File: src/rtl/assert_macros.svh
`ifndef ASSERT_MACROS_SVH
`define ASSERT_MACROS_SVH

// same-cycle implication
`define ASSERT_NOW(label, ante, cons, msg) \
    label: assert property (@(posedge aclk) disable iff (!aresetn) (ante) |-> (cons)) \
        else $error(msg);

// next-cycle implication
`define ASSERT_NEXT(label, ante, cons, msg) \
    label: assert property (@(posedge aclk) disable iff (!aresetn) (ante) |=> (cons)) \
        else $error(msg);

`endif

File: src/rtl/swarq_pkg.sv
package swarq_pkg;

    localparam int LEN_W      = 32;
    localparam int FLEN_W     = 16;
    localparam int RETRY_W    = 8;
    localparam int TRY_W      = 9;
    localparam int CNT_W      = 32;
    localparam int CFG_DATA_W = 16;
    localparam int CFG_IDX_W  = 2;

    localparam logic [FLEN_W-1:0]  PAYLOAD_LIMIT_RESET = 16'd1024;
    localparam logic [RETRY_W-1:0] RETRY_LIMIT_RESET   = 8'd10;
    localparam logic [TRY_W-1:0]   TRY_MAX             = 9'd511;
    localparam logic [CNT_W-1:0]   CNT_MAX             = 32'hFFFF_FFFF;

    typedef enum logic [1:0] {
        OP_START   = 2'd0,
        OP_ACK     = 2'd1,
        OP_TIMEOUT = 2'd2
    } op_t;

    typedef enum logic [1:0] {
        KIND_INITIAL = 2'd0,
        KIND_DATA    = 2'd1,
        KIND_FINAL   = 2'd2
    } kind_t;

    typedef enum logic [1:0] {
        END_NONE    = 2'd0,
        END_DONE    = 2'd1,
        END_GAVE_UP = 2'd2
    } end_t;

    typedef enum logic [CFG_IDX_W-1:0] {
        CFG_PAYLOAD_LIMIT   = 2'd0,
        CFG_RETRY_LIMIT     = 2'd1,
        CFG_INITIAL_SEQ_BIT = 2'd2
    } cfg_idx_t;

    typedef struct packed {
        op_t              operation;
        logic [LEN_W-1:0] transfer_length;
        logic             ack_bit;
    } in_word_t;

    typedef struct packed {
        logic              send_frame;
        kind_t             frame_kind;
        logic              frame_seq_bit;
        logic [FLEN_W-1:0] frame_length;
        end_t              transfer_end;
        logic [CNT_W-1:0]  frames_sent_total;
        logic [CNT_W-1:0]  frames_needed_total;
    } out_word_t;

    typedef struct packed {
        logic [FLEN_W-1:0]  payload_limit;
        logic [RETRY_W-1:0] retry_limit;
        logic               initial_seq_bit;
    } cfg_t;

    function automatic logic [CNT_W-1:0] sat_inc(input logic [CNT_W-1:0] v);
        return (v == CNT_MAX) ? v : v + 1'b1;
    endfunction

endpackage

File: src/rtl/stop_and_wait_arq_sender_unit.sv
// Alternating-bit stop-and-wait sender. Each input word (start, acknowledgement or timeout)
// gives exactly one result word, and one word can be taken every cycle unless the result side
// holds it off: the word passes an input register, then one pass through the frame logic into
// the result register. s_ready drops only while both registers are full and m_ready is low.
// Configuration writes are taken at once (cfg_ready is always high) and should only be made
// while no word is in flight; writes to an index past the register list are ignored.
`include "assert_macros.svh"

module stop_and_wait_arq_sender_unit (
    input  logic                                  aclk,
    input  logic                                  aresetn,
    input  logic                                  s_valid,
    output logic                                  s_ready,
    input  swarq_pkg::in_word_t                   s_data,
    output logic                                  m_valid,
    input  logic                                  m_ready,
    output swarq_pkg::out_word_t                  m_data,
    input  logic                                  cfg_valid,
    output logic                                  cfg_ready,
    input  logic [swarq_pkg::CFG_IDX_W-1:0]       cfg_index,
    input  logic [swarq_pkg::CFG_DATA_W-1:0]      cfg_data
);

    logic                  in_valid_reg, in_valid_next;
    swarq_pkg::in_word_t   in_data_reg;
    logic                  out_valid_reg, out_valid_next;
    swarq_pkg::out_word_t  out_data_reg;
    swarq_pkg::cfg_t       cfg_reg;
    swarq_pkg::out_word_t  res;
    logic                  advance, fire, s_accept;

    assign advance   = !out_valid_reg || m_ready;
    assign fire      = in_valid_reg && advance;
    assign s_ready   = !in_valid_reg || advance;
    assign s_accept  = s_valid && s_ready;
    assign cfg_ready = 1'b1;
    assign m_valid   = out_valid_reg;
    assign m_data    = out_data_reg;

    always_comb begin
        in_valid_next  = s_accept ? 1'b1 : (advance ? 1'b0 : in_valid_reg);
        out_valid_next = advance ? in_valid_reg : out_valid_reg;
    end

    always_ff @(posedge aclk) begin
        if (!aresetn) begin
            in_valid_reg  <= 1'b0;
            out_valid_reg <= 1'b0;
        end else begin
            in_valid_reg  <= in_valid_next;
            out_valid_reg <= out_valid_next;
        end
    end

    always_ff @(posedge aclk) begin
        if (s_accept) begin
            in_data_reg <= s_data;
        end
        if (fire) begin
            out_data_reg <= res;
        end
    end

    always_ff @(posedge aclk) begin
        if (!aresetn) begin
            cfg_reg.payload_limit   <= swarq_pkg::PAYLOAD_LIMIT_RESET;
            cfg_reg.retry_limit     <= swarq_pkg::RETRY_LIMIT_RESET;
            cfg_reg.initial_seq_bit <= 1'b0;
        end else if (cfg_valid) begin
            unique case (cfg_index)
                swarq_pkg::CFG_PAYLOAD_LIMIT:   cfg_reg.payload_limit <= cfg_data;
                swarq_pkg::CFG_RETRY_LIMIT:     cfg_reg.retry_limit <= cfg_data[swarq_pkg::RETRY_W-1:0];
                swarq_pkg::CFG_INITIAL_SEQ_BIT: cfg_reg.initial_seq_bit <= cfg_data[0];
                default: ;
            endcase
        end
    end

    swarq_engine u_engine (
        .aclk      (aclk),
        .aresetn   (aresetn),
        .evt_valid (fire),
        .evt       (in_data_reg),
        .cfg       (cfg_reg),
        .res       (res)
    );

    `ASSERT_NOW(a_stall_only_when_full, !s_ready, in_valid_reg && out_valid_reg && !m_ready, "input stalled with room")
    `ASSERT_NEXT(a_word_reaches_result, fire, out_valid_reg, "processed word lost")
    `ASSERT_NEXT(a_held_word_kept, in_valid_reg && !advance, in_valid_reg && $stable(in_data_reg), "waiting word dropped")

endmodule

File: src/rtl/swarq_engine.sv
`include "assert_macros.svh"

module swarq_engine (
    input  logic                aclk,
    input  logic                aresetn,
    input  logic                evt_valid,
    input  swarq_pkg::in_word_t evt,
    input  swarq_pkg::cfg_t     cfg,
    output swarq_pkg::out_word_t res
);

    logic                           busy_reg, busy_next;
    logic [swarq_pkg::LEN_W-1:0]    bytes_left_reg, bytes_left_next;
    logic                           first_reg, first_next;
    logic                           last_reg, last_next;
    logic                           seq_reg, seq_next;
    logic [swarq_pkg::TRY_W-1:0]    try_reg, try_next;
    swarq_pkg::kind_t               kind_reg, kind_next;
    logic [swarq_pkg::FLEN_W-1:0]   flen_reg, flen_next;
    logic [swarq_pkg::CNT_W-1:0]    sent_reg, sent_next;
    logic [swarq_pkg::CNT_W-1:0]    needed_reg, needed_next;

    logic                           start_go, ack_go, resend, build, sending, big, gave_up;
    logic [swarq_pkg::FLEN_W-1:0]   lim;
    logic [swarq_pkg::LEN_W-1:0]    src;
    logic [swarq_pkg::TRY_W-1:0]    try_base;
    logic [swarq_pkg::CNT_W-1:0]    sent_base, needed_base;

    always_comb begin
        start_go = (evt.operation == swarq_pkg::OP_START) && !busy_reg;
        ack_go   = (evt.operation == swarq_pkg::OP_ACK) && busy_reg && (evt.ack_bit == seq_reg);
        resend   = ((evt.operation == swarq_pkg::OP_ACK) || (evt.operation == swarq_pkg::OP_TIMEOUT))
                   && busy_reg && !ack_go;
        build    = start_go || (ack_go && !last_reg);
        sending  = build || resend;

        // zero limit acts as one byte
        lim = (cfg.payload_limit == '0) ? swarq_pkg::FLEN_W'(1) : cfg.payload_limit;
        src = start_go ? evt.transfer_length : bytes_left_reg;
        big = src > {{(swarq_pkg::LEN_W-swarq_pkg::FLEN_W){1'b0}}, lim};

        first_next = start_go ? 1'b1 : (ack_go ? 1'b0 : first_reg);
        seq_next   = start_go ? cfg.initial_seq_bit : (ack_go ? ~seq_reg : seq_reg);

        kind_next       = kind_reg;
        flen_next       = flen_reg;
        last_next       = last_reg;
        bytes_left_next = bytes_left_reg;
        try_base        = try_reg;
        if (build) begin
            try_base = '0;
            if (big) begin
                kind_next       = first_next ? swarq_pkg::KIND_INITIAL : swarq_pkg::KIND_DATA;
                flen_next       = lim;
                last_next       = 1'b0;
                bytes_left_next = src - {{(swarq_pkg::LEN_W-swarq_pkg::FLEN_W){1'b0}}, lim};
            end else begin
                kind_next       = swarq_pkg::KIND_FINAL;
                flen_next       = src[swarq_pkg::FLEN_W-1:0];
                last_next       = 1'b1;
                bytes_left_next = '0;
            end
        end

        sent_base   = start_go ? '0 : sent_reg;
        needed_base = start_go ? '0 : needed_reg;
        try_next    = try_base;
        sent_next   = sent_base;
        needed_next = needed_base;
        gave_up     = 1'b0;
        if (sending) begin
            try_next  = (try_base < swarq_pkg::TRY_MAX) ? try_base + 1'b1 : try_base;
            sent_next = swarq_pkg::sat_inc(sent_base);
            if (try_next == swarq_pkg::TRY_W'(1)) begin
                needed_next = swarq_pkg::sat_inc(needed_base);
            end
            gave_up = last_next && (try_next > {1'b0, cfg.retry_limit});
        end

        busy_next = busy_reg;
        if (start_go) begin
            busy_next = 1'b1;
        end
        if (ack_go && last_reg) begin
            busy_next = 1'b0;
        end
        if (gave_up) begin
            busy_next = 1'b0;
        end

        res.send_frame          = sending;
        res.frame_kind          = sending ? kind_next : swarq_pkg::KIND_INITIAL;
        res.frame_seq_bit       = sending & seq_next;
        res.frame_length        = sending ? flen_next : '0;
        res.frames_sent_total   = sent_next;
        res.frames_needed_total = needed_next;
        if (gave_up) begin
            res.transfer_end = swarq_pkg::END_GAVE_UP;
        end else if (ack_go && last_reg) begin
            res.transfer_end = swarq_pkg::END_DONE;
        end else begin
            res.transfer_end = swarq_pkg::END_NONE;
        end
    end

    always_ff @(posedge aclk) begin
        if (!aresetn) begin
            busy_reg       <= 1'b0;
            bytes_left_reg <= '0;
            first_reg      <= 1'b1;
            last_reg       <= 1'b0;
            seq_reg        <= 1'b0;
            try_reg        <= '0;
            kind_reg       <= swarq_pkg::KIND_INITIAL;
            flen_reg       <= '0;
            sent_reg       <= '0;
            needed_reg     <= '0;
        end else if (evt_valid) begin
            busy_reg       <= busy_next;
            bytes_left_reg <= bytes_left_next;
            first_reg      <= first_next;
            last_reg       <= last_next;
            seq_reg        <= seq_next;
            try_reg        <= try_next;
            kind_reg       <= kind_next;
            flen_reg       <= flen_next;
            sent_reg       <= sent_next;
            needed_reg     <= needed_next;
        end
    end

    `ASSERT_NOW(a_give_up_on_final, evt_valid && (res.transfer_end == swarq_pkg::END_GAVE_UP), res.send_frame && last_next && (res.frame_kind == swarq_pkg::KIND_FINAL), "give up outside a final frame send")
    `ASSERT_NEXT(a_idle_holds_state, !evt_valid, $stable(busy_reg) && $stable(sent_reg) && $stable(seq_reg), "state moved without a word")
    `ASSERT_NOW(a_send_counts, evt_valid && res.send_frame, (res.frames_sent_total != '0) && (try_next != '0), "send not counted")

endmodule

File: config.mk
export PLATFORM = sky130hd
export DESIGN_NAME = stop_and_wait_arq_sender_unit
export DESIGN_NICKNAME = d
export VERILOG_FILES = /design/src/rtl/swarq_pkg.sv /design/src/rtl/stop_and_wait_arq_sender_unit.sv /design/src/rtl/swarq_engine.sv
export VERILOG_INCLUDE_DIRS = /design/src /design/src/rtl
export SDC_FILE = /design/constraint.sdc
export NUM_CORES = 1
export LEC_CHECK = 0
export BUFFER_PORTS_ARGS = -buffer_cell sky130_fd_sc_hd__buf_4
export CORE_MARGIN = 4
export CORE_UTILIZATION = 64
export DETAILED_ROUTE_END_ITERATION = 7
export PLACE_DENSITY = 0.83
export SYNTH_ARGS = -nofsm -noshare
export SYNTH_HDL_FRONTEND = slang
export SYNTH_SLANG_ARGS = --single-unit
File: constraint.sdc
create_clock -name aclk -period 7.3 [get_ports aclk]
set_input_delay 0.365 -clock aclk [delete_from_list [all_inputs] [get_ports aclk]]
set_output_delay 0.365 -clock aclk [all_outputs]
set_load 0.05 [all_outputs]
* Word level (Yosys, flattened, before mapping)
Index checks and enable logic that the tools add are counted.
** Storage, ports and cells
- Bits in latches :: 0
- Word-level logic and storage cells :: 103
- Memory bits (read-only) :: 0
- Bits in writable memories :: 0
- Memories :: 0
- Output and inout bits :: 89
- Register bits after elaboration :: 275
** Cells by class
- Multiply operators :: 0
- Equality and inequality tests :: 8
- Shift-type cells :: 0
- Reduce and logical (&&, ||, !) cells :: 30
- Multiplexer cells :: 31
- Bitwise gates (word level) :: 2
- Add/subtract/negate cells :: 4
- Div/mod/pow operators :: 0
- Magnitude comparators :: 3
** Operator list (number)
- $mux 32 :: 9
- $add 32x1->32 const B :: 2
- $eq 32x32->1 const B :: 2
- $mux 16 :: 3
- $gt 32x16->1 :: 1
- $sub 32x16->32 :: 1
- $mux 9 :: 3
- $logic_not 16->1 :: 1
- $mux 1 :: 14
- $logic_and 1x1->1 :: 10
- $reduce_and 2->1 :: 5
- $add 9x1->9 const B :: 1
- $eq 9x1->1 const B :: 1
- $gt 9x8->1 :: 1
- $lt 9x9->1 const B :: 1
- $logic_not 1->1 :: 5
- $logic_or 1x1->1 :: 5
- $eq 2x1->1 const B :: 2
- $eq 2x2->1 const B :: 2
- $logic_not 2->1 :: 2
- $mux 2 :: 2
- $reduce_bool 3->1 :: 1
- $reduce_bool 2->1 :: 1
- $and 1x1->1 :: 1
- 2 further kinds :: 2

* Depth between registers and ports, before layout
Gate-level depths: netlist (run 1).
- Depth in word-level cells :: 13
- Mapped depth :: 22
- Depth with buffers taken out :: 18

* Cells and area by module
Synthesis (run 1) repeated with hierarchy kept, for this count alone.
** Second synthesis, totals
- Cells, all modules :: 1630
- Area, all modules :: 14701.6 sq um
** Modules (own cells, without submodules)
- swarq_engine :: sequential area each 2522.4 sq um, instances 1, cells an instance 1394, area each 9964.6 sq um
- stop_and_wait_arq_sender_unit :: sequential area each 4174.0 sq um, instances 1, cells an instance 236, area each 4737.0 sq um

* Least setup slack after synthesis (run 1)
No wires, ideal clock.
- Kind :: register -> register
- Start :: register in_data_reg[33] in the netlist's numbering
- End :: register out_data_reg (netlist bit m_data[30]) (data pin)
- Clock period less this slack :: 4.837 ns
- Data required time :: 7.043 ns
- Cell stages (with the launch flop) :: 21
- Path slack :: 2.463 ns
- Library setup time :: 0.257 ns
- Buffers on the path :: 8
- Arrival time :: 4.580 ns
- Path through :: edfxtp_1 -> inv_1 -> ha_1 -> nand2b_1 -> buf_2 -> buf_2 -> buf_2 -> buf_1 -> clkbuf_1 -> clkbuf_1 -> buf_1 -> and2_1 -> ha_1 -> nand3_1 -> nor4_2 -> and4_1 -> nand3_1 -> or4_4 -> buf_6 -> or4_4 -> xor2_1
** RTL lines
- start: declaration :: line stop_and_wait_arq_sender_unit.sv:25 : swarq_pkg::in_word_t in_data_reg;
- start signal: assignment :: line stop_and_wait_arq_sender_unit.sv:57 : in_data_reg <= s_data;
- end signal: assignment :: line stop_and_wait_arq_sender_unit.sv:60 : out_data_reg <= res;
- end: declaration :: line stop_and_wait_arq_sender_unit.sv:27 : swarq_pkg::out_word_t out_data_reg;

* Worst setup path in the final report (run 1)
- Start :: register in_data_reg[33] in the netlist's numbering
- End :: register out_data_reg (netlist bit m_data[69]) (data pin)
** On the way
- Word-level cells in the longest chain between the ends :: 6
** RTL lines
- $logic_not 2->1 or $eq 2x1->1 (tied branches) :: line swarq_engine.sv:30, swarq_engine.sv:31, swarq_engine.sv:32
- $logic_and 1x1->1 (on tied branches) :: line swarq_engine.sv:30, swarq_engine.sv:31
- $mux 32 or $logic_and 1x1->1 (tied branches) :: line swarq_engine.sv:39, swarq_engine.sv:31
- $gt 32x16->1, or another cell as far along :: line swarq_engine.sv:40 : big = src > {{(swarq_pkg::LEN_W-swarq_pkg::FLEN_W){1'b0}}, lim};
- $mux 16, or another cell as far along :: line swarq_engine.sv:52 : if (big) begin
- $mux 16 or $logic_or 1x1->1 (tied branches) :: line swarq_engine.sv:50, swarq_engine.sv:35
Several ways; a longest one is shown, not always the timed one.
A chain may end at the register's enable or synchronous reset.

==> results.yml, run 1 <==
detailed_routing:
  first_pass_iters: 6
  drtIter0Drc: 1273
  avgRoutedWirePerCell_um: 18.07
  routed_wl_um: 37540
  drc: 0
  drtAntennaViolNets: 0
  via_per_inst: 6.163
  vias: 12800
outcome:
  status: "finished clean"
synth:
  synth_edf_count: 121
  async_reset_ff_frac: 0
  syn_area_um2: 14610
  yosys.area.top_type: "edfxtp_1"
  synth.yosys.seq_area_share: 0.4584
  synthCells: 1650
  syn_avg_cell_area_um2: 8.854
  ys_ff_latch: 274
  ys.warnings.count: 0
  synth_area_leaders: "edfxtp_1, dfxtp_1, nand2_1"
  ys_types: 83
  synth.top_cell.area_share: 0.2487
  synth_nets: 1738
  synthFlopType: "dfxtp_1"
clocking:
  cts_htree_levels: 1
  cts_setup_buffers: 0
  cts_sinks: 274
  cts.reportedPaths.clkPinSlew_ns: 0.06
  cts-root-buf: "clkbuf_16"
  cts_tree: "built"
  clock_path_buffers: 3
  cts_buffers: 28
  clk_latency_ns: 0.55
critical_path:
  cp-end-kind: "flip-flop"
  critical_path_class: "flip-flop to flip-flop"
  cp-start-kind: "flip-flop"
  critPathMaxFanout: 41
  required_ns: 7.55
  cp.arrival_ns: 5.48
power:
  power_mw: 3.646
  ir_drop_uv: 182.8
  leakagePower_nw: 6.201
  power_density_nw_per_um2: 214.1
cells_and_area:
  drive_gt1_frac: 0.1350
  largest_register_ffs: 86
  syn2layout_area_growth_pct: 16.58
  fillers: 1650
  antenna_cells: 0
  fin_nets: 1858
grt:
  grt.overflow.total: 0
  grt_pass1_wl_um: 61100
  antenna_found_initial: 0
  grt.total_usage: 0.2841
  grt_max_degree: 95
  grt_pass1_vias: 12260
place:
  io_buffers: 145
  place.gp.congestion: 0.9326
  dp.final_hpwl_um: 24830
floorplan:
  rows: 55
  die-area_um2: 25310
  die_height_um: 159.1
  die_w_um: 159.1
  coreArea_um2: 22570
  ioPinCount: 147
  start_util: 0.6472
timing:
  hold_slack_ns: 0.06442
  tns_ns: 0
  fmax_mhz: 191.3
  worst_slew_pin_slew_ns: 1.177
  min_period_ns: 5.227
  skew_ns: 0.009956
  max_slew_margin: 0.2104
  report.final.hold_viol_count: 0
  finalSetupViolCount: 0
  rsz0062_at_grt: "no"
  slew_viol_final: 0
  period_share: 0.7160
flow_run:
  cap_violations: 0
worst_hold_path:
  hold_class: "input port to flip-flop"
## final cells by class
cell class | instances | area (um^2) | area share
Sequential cell | 274 | 6696 | 0.3932
Clock buffer | 46 | 880.8 | 0.05172
Clock inverter | 6 | 38.79 | 0.002277
Multi-Input combinational cell | 1234 | 7381 | 0.4334
Tap cell | 285 | 356.6 | 0.02094
Timing Repair Buffer | 191 | 1521 | 0.08933
Inverter | 41 | 156.4 | 0.009183
## critical path: stages, from the launching register on
cell and delay [ns]:
edfxtp_1 0.39, inv_1 0.07, ha_1 0.28, nor2b_4 0.83, mux2i_1 0.32, ha_1 0.21, inv_1 0.06, fa_1 0.40
nand3_1 0.10, a21oi_1 0.10, nor4_1 0.36, nor2_1 0.17, a211oi_4 0.81, buf_4 0.48, nor2_1 0.08, a21oi_1 0.17
o21ai_0 0.10
## metal layers
metal,track usage,routed length (um),up-vias
li1,-,-,6120
met1,0.3569,14950,6075
met2,0.5049,18820,511
met3,0.03883,2521,94
met4,0.09901,1248,0
met5,0,0,-
## placed cells by master (no fill, tap or decap), drive strengths merged, types with 29 or more instances in the layout
master       synthesis  final
nand2              263    263
buf                 30    156
dfxtp              153    153
edfxtp             121    121
nor2               120    120
o21ai              108    108
a21oi               89     89
nand3               74     74
xor2                58     58
nor3                47     47
clkbuf              71     46
inv                 41     41
xnor2               40     40
nor2b               38     38
nand4               36     36
dlygate4sd3          0     35
a21boi              35     35
ha                  29     29
## cell usage after synthesis (20+ instances only)
| cell type | number |
|---|---|
| a21boi_0 | 29 |
| a21oi_1 | 88 |
| and2_1 | 23 |
| and3_1 | 20 |
| clkbuf_1 | 71 |
| dfxtp_1 | 153 |
| edfxtp_1 | 121 |
| ha_1 | 29 |
| inv_1 | 40 |
| nand2_1 | 263 |
| nand3_1 | 74 |
| nand4_1 | 35 |
| nor2_1 | 119 |
| nor2b_1 | 38 |
| nor3_1 | 43 |
| o21ai_0 | 102 |
| or3_1 | 26 |
| xnor2_1 | 40 |
| xor2_1 | 56 |
## what timing repair did
action / in CTS / in global routing
endpoints found under the hold margin: 34 / 1
resized for setup: 0 / 0
hold buffers: 34 / 1
## worst paths after layout
kind                         from              endpoint  slack, ns  cells after the start
max               in_data_reg[33]            m_data[69]       2.07                     16
min                       s_valid          in_valid_reg       0.06                      3
max reg2reg       in_data_reg[33]            m_data[69]       2.07                     16
min reg2reg  u_engine.flen_reg[3]  u_engine.flen_reg[3]       0.48                      2
## report_power, final
group / internal (mW) / switching, mW
logic: 0.193 / 0.361
clock network: 0.822 / 0.593
registers: 1.65 / 0.0278
total: 2.66 / 0.982
## metrics by stage
step / utilization / area [um^2] / cells / setup slack (ns)
global route: 0.7545 / 17030 / 2077 / 1.598
global placement: 0.6983 / 15760 / 1990 / 2.301
floorplan: - / 14610 / 1650 / 2.463
CTS: 0.7541 / 17020 / 2076 / 2.144
detailed placement: 0.6983 / 15760 / 1990 / 2.166
finish: 0.7545 / 17030 / 2077 / 2.073
## logic make-up (layout without fill, tap and decap cells)
| group | count (synthesis) | after routing | share of synthesized area |
|---|---|---|---|
| AND/OR/NAND/NOR | 721 | 721 | 0.2422 |
| AO/OA/AOI/OAI | 364 | 364 | 0.1594 |
| flip-flops | 274 | 274 | 0.4584 |
| buffers and inverters | 142 | 284 | 0.03880 |
| XOR/XNOR | 98 | 98 | 0.05978 |
| adder cells (fa/ha/maj) | 30 | 30 | 0.02621 |
| multiplexers | 20 | 20 | 0.01499 |
| other | 1 | 1 | 0.0002567 |
Note: power is estimated with default switching activity, not from simulation.
==> run 2: changes to the inputs <==
Settings changed: CORE_UTILIZATION 64 to 60, PLACE_DENSITY 0.83 to 0.79.
Clock period 7.3 ns to 5.3 ns, I/O delays scaled along.
==> run 2 against run 1 <==
Compared with the run above: die area rose by 6.3%; wire length fell by 0.78%; global-route usage fell by 1.2 points; clock skew fell by 0.0013 ns; sequential share of layout area fell by 0.78 points; core utilization fell by 2.1 points; largest cell class unchanged; combinational power rose by 38%; final cell count rose by 2.7%; critical path type unchanged; highest routed layer unchanged; setup slack got worse by 1.3 ns; cell area rose by 2.0%; flip-flop and latch count did not move; clock power rose by 53%.
==> results.yml, run 2 (synthesis results as in run 1) <==
critical_path:
  crit_top_cell: "or4_4"
  crit_path_cell_trace: "nand2b_4, o21a_1, nand2_1, inv_1, ha_1, and3_1, o311ai_1, o211ai_1, o2111ai_4, or4_4, or4_4, xor2_1"
  critPathMaxFanout: 22
  crit_path_top_delay_cell: "o21a_1"
  critical_path_class: "flip-flop to flip-flop"
  cp-start-kind: "flip-flop"
  cp.arrival_ns: 4.86
  critPathTopFamily: "simple AND/OR/NAND/NOR gates"
  cp-end-kind: "flip-flop"
  cp_slowest_stage_delay_ns: 0.68
  required_ns: 5.60
  critPathBufInv: 1
timing:
  skew_ns: 0.008670
  hold_slack_ns: 0.07227
  period_share: 0.8588
  fmax_mhz: 219.7
  worst_slew_pin_slew_ns: 1.025
  slew_viol_final: 0
  min_period_ns: 4.552
  rsz0062_at_grt: "no"
  setup_ws_ns: 0.7483
  report.final.hold_viol_count: 0
  finalSetupViolCount: 0
  max_slew_margin: 0.3138
  tns_ns: 0
place:
  dp.final_hpwl_um: 23980
  place.gp.congestion: 0.9646
  dp.cells: 2027
  io_buffers: 145
  place_ws_ns: 0.8486
  placed_cell_area_um2: 15830
detailed_routing:
  first_pass_iters: 5
  vias: 12800
  routed_wl_um: 37240
  avgRoutedWirePerCell_um: 17.45
  drtAntennaViolNets: 0
  drtIter0Drc: 1258
  drc: 0
  via_per_inst: 5.996
grt:
  grt_pass1_wl_um: 60550
  antenna_found_initial: 1
  grt_max_degree: 84
  grt.overflow.total: 0
  grt_pass1_vias: 11960
  grt.total_usage: 0.2723
floorplan:
  die-area_um2: 26910
  rows: 56
  ioPinCount: 147
  die_w_um: 164.0
  coreArea_um2: 23680
  start_util: 0.6169
  die_height_um: 164.0
clocking:
  clock_path_buffers: 3
  cts_buffers: 29
  cts.reportedPaths.clkPinSlew_ns: 0.07
  cts_tree: "built"
  cts_sinks: 274
  cts-root-buf: "clkbuf_16"
  cts_resized: 0
  clk_latency_ns: 0.55
  cts_htree_levels: 1
power:
  leakagePower_nw: 6.342
  p_switching_mw: 1.384
  power_frac_seq: 0.441
  power_mw: 5.235
  p_int_mw: 3.851
  clkPwrFrac: 0.413
  switching_share: 0.2644
  power_density_nw_per_um2: 301.3
  ir_drop_uv: 436.4
  pwr-share-comb: 0.146
cells_and_area:
  final_util: 0.7338
  fillers: 1729
  largest_register_ffs: 86
  fin_nets: 1879
  final_common_cell: "nand2_1"
  drive_gt1_frac: 0.1384
  syn2layout_area_growth_pct: 18.95
  stdcell_area_um2: 17380
  final-instance-count-excl-fill: 2134
  final_cell_mix: "nand2_1, buf_4, dfxtp_1"
outcome:
  status: "finished clean"
flow_run:
  cap_violations: 0
worst_hold_path:
  hold_class: "input port to flip-flop"
==> run 2: changes by cell type in the layout (fill, tap and decap cells not counted) <==
cell           delta
dlygate4sd3_1    +17
clkbuf_8          -6
bufinv_16         +4
clkbuf_1          -4
clkinv_2          +4
buf_4             +3
clkbuf_16         +2
clkinvlp_4        +1
diode_2           +1
inv_6             +1
==> run 2: final cells by class <==
type,instances,area [um^2],area share
tap,319,399.1,0.02297
multi-input combinational,1234,7381,0.4247
inverter,41,156.4,0.009000
clock inverter,16,195.2,0.01123
antenna,1,2.502,0.0001440
sequential,274,6696,0.3853
clock buffer,38,833.3,0.04795
timing repair buffer,211,1714,0.09864
==> run 2: power by group through the flow <==
stage	Sequential [mW]	Clock [mW]	Combinational, mW
after floorplan	2.45	0	0.429
after global placement	2.35	0	0.709
after detailed placement	2.35	0	0.722
after CTS	2.31	2.18	0.757
after global routing	2.31	2.27	0.831
final	2.31	2.16	0.766
==> run 2: path summary, 6_finish.rpt <==
| kind | from | slack [ns] | cells after the start | end |
|---|---|---|---|---|
| worst max-delay path | u_engine.busy_reg | 0.75 | 12 | m_data[30] |
| worst min-delay path | m_ready | 0.07 | 3 | m_valid |
| worst max register to register | u_engine.busy_reg | 0.75 | 12 | m_data[30] |
| worst min register to register | u_engine.bytes_left_reg[14] | 0.47 | 2 | u_engine.bytes_left_reg[14] |
==> run 2: worst min-delay path, stage by stage <==
cell	delay [ns]
buf_4	0.08
nor2b_1	0.06
o21a_1	0.17
==> run 2: what timing repair did <==
item,CTS,global route
hold endpoints to repair,59,0
setup buffers,0,0
hold buffers,52,0
endpoints found under the setup margin,0,0
==> run 2: routing by layer <==
metal | vias to the layer above | global-route usage | part of all wire
met5 | - | 0 | 0
met2 | 512 | 0.4647 | 0.49
met1 | 6023 | 0.3577 | 0.41
li1 | 6170 | - | -
met4 | 0 | 0.1026 | 0.038
met3 | 90 | 0.03162 | 0.065
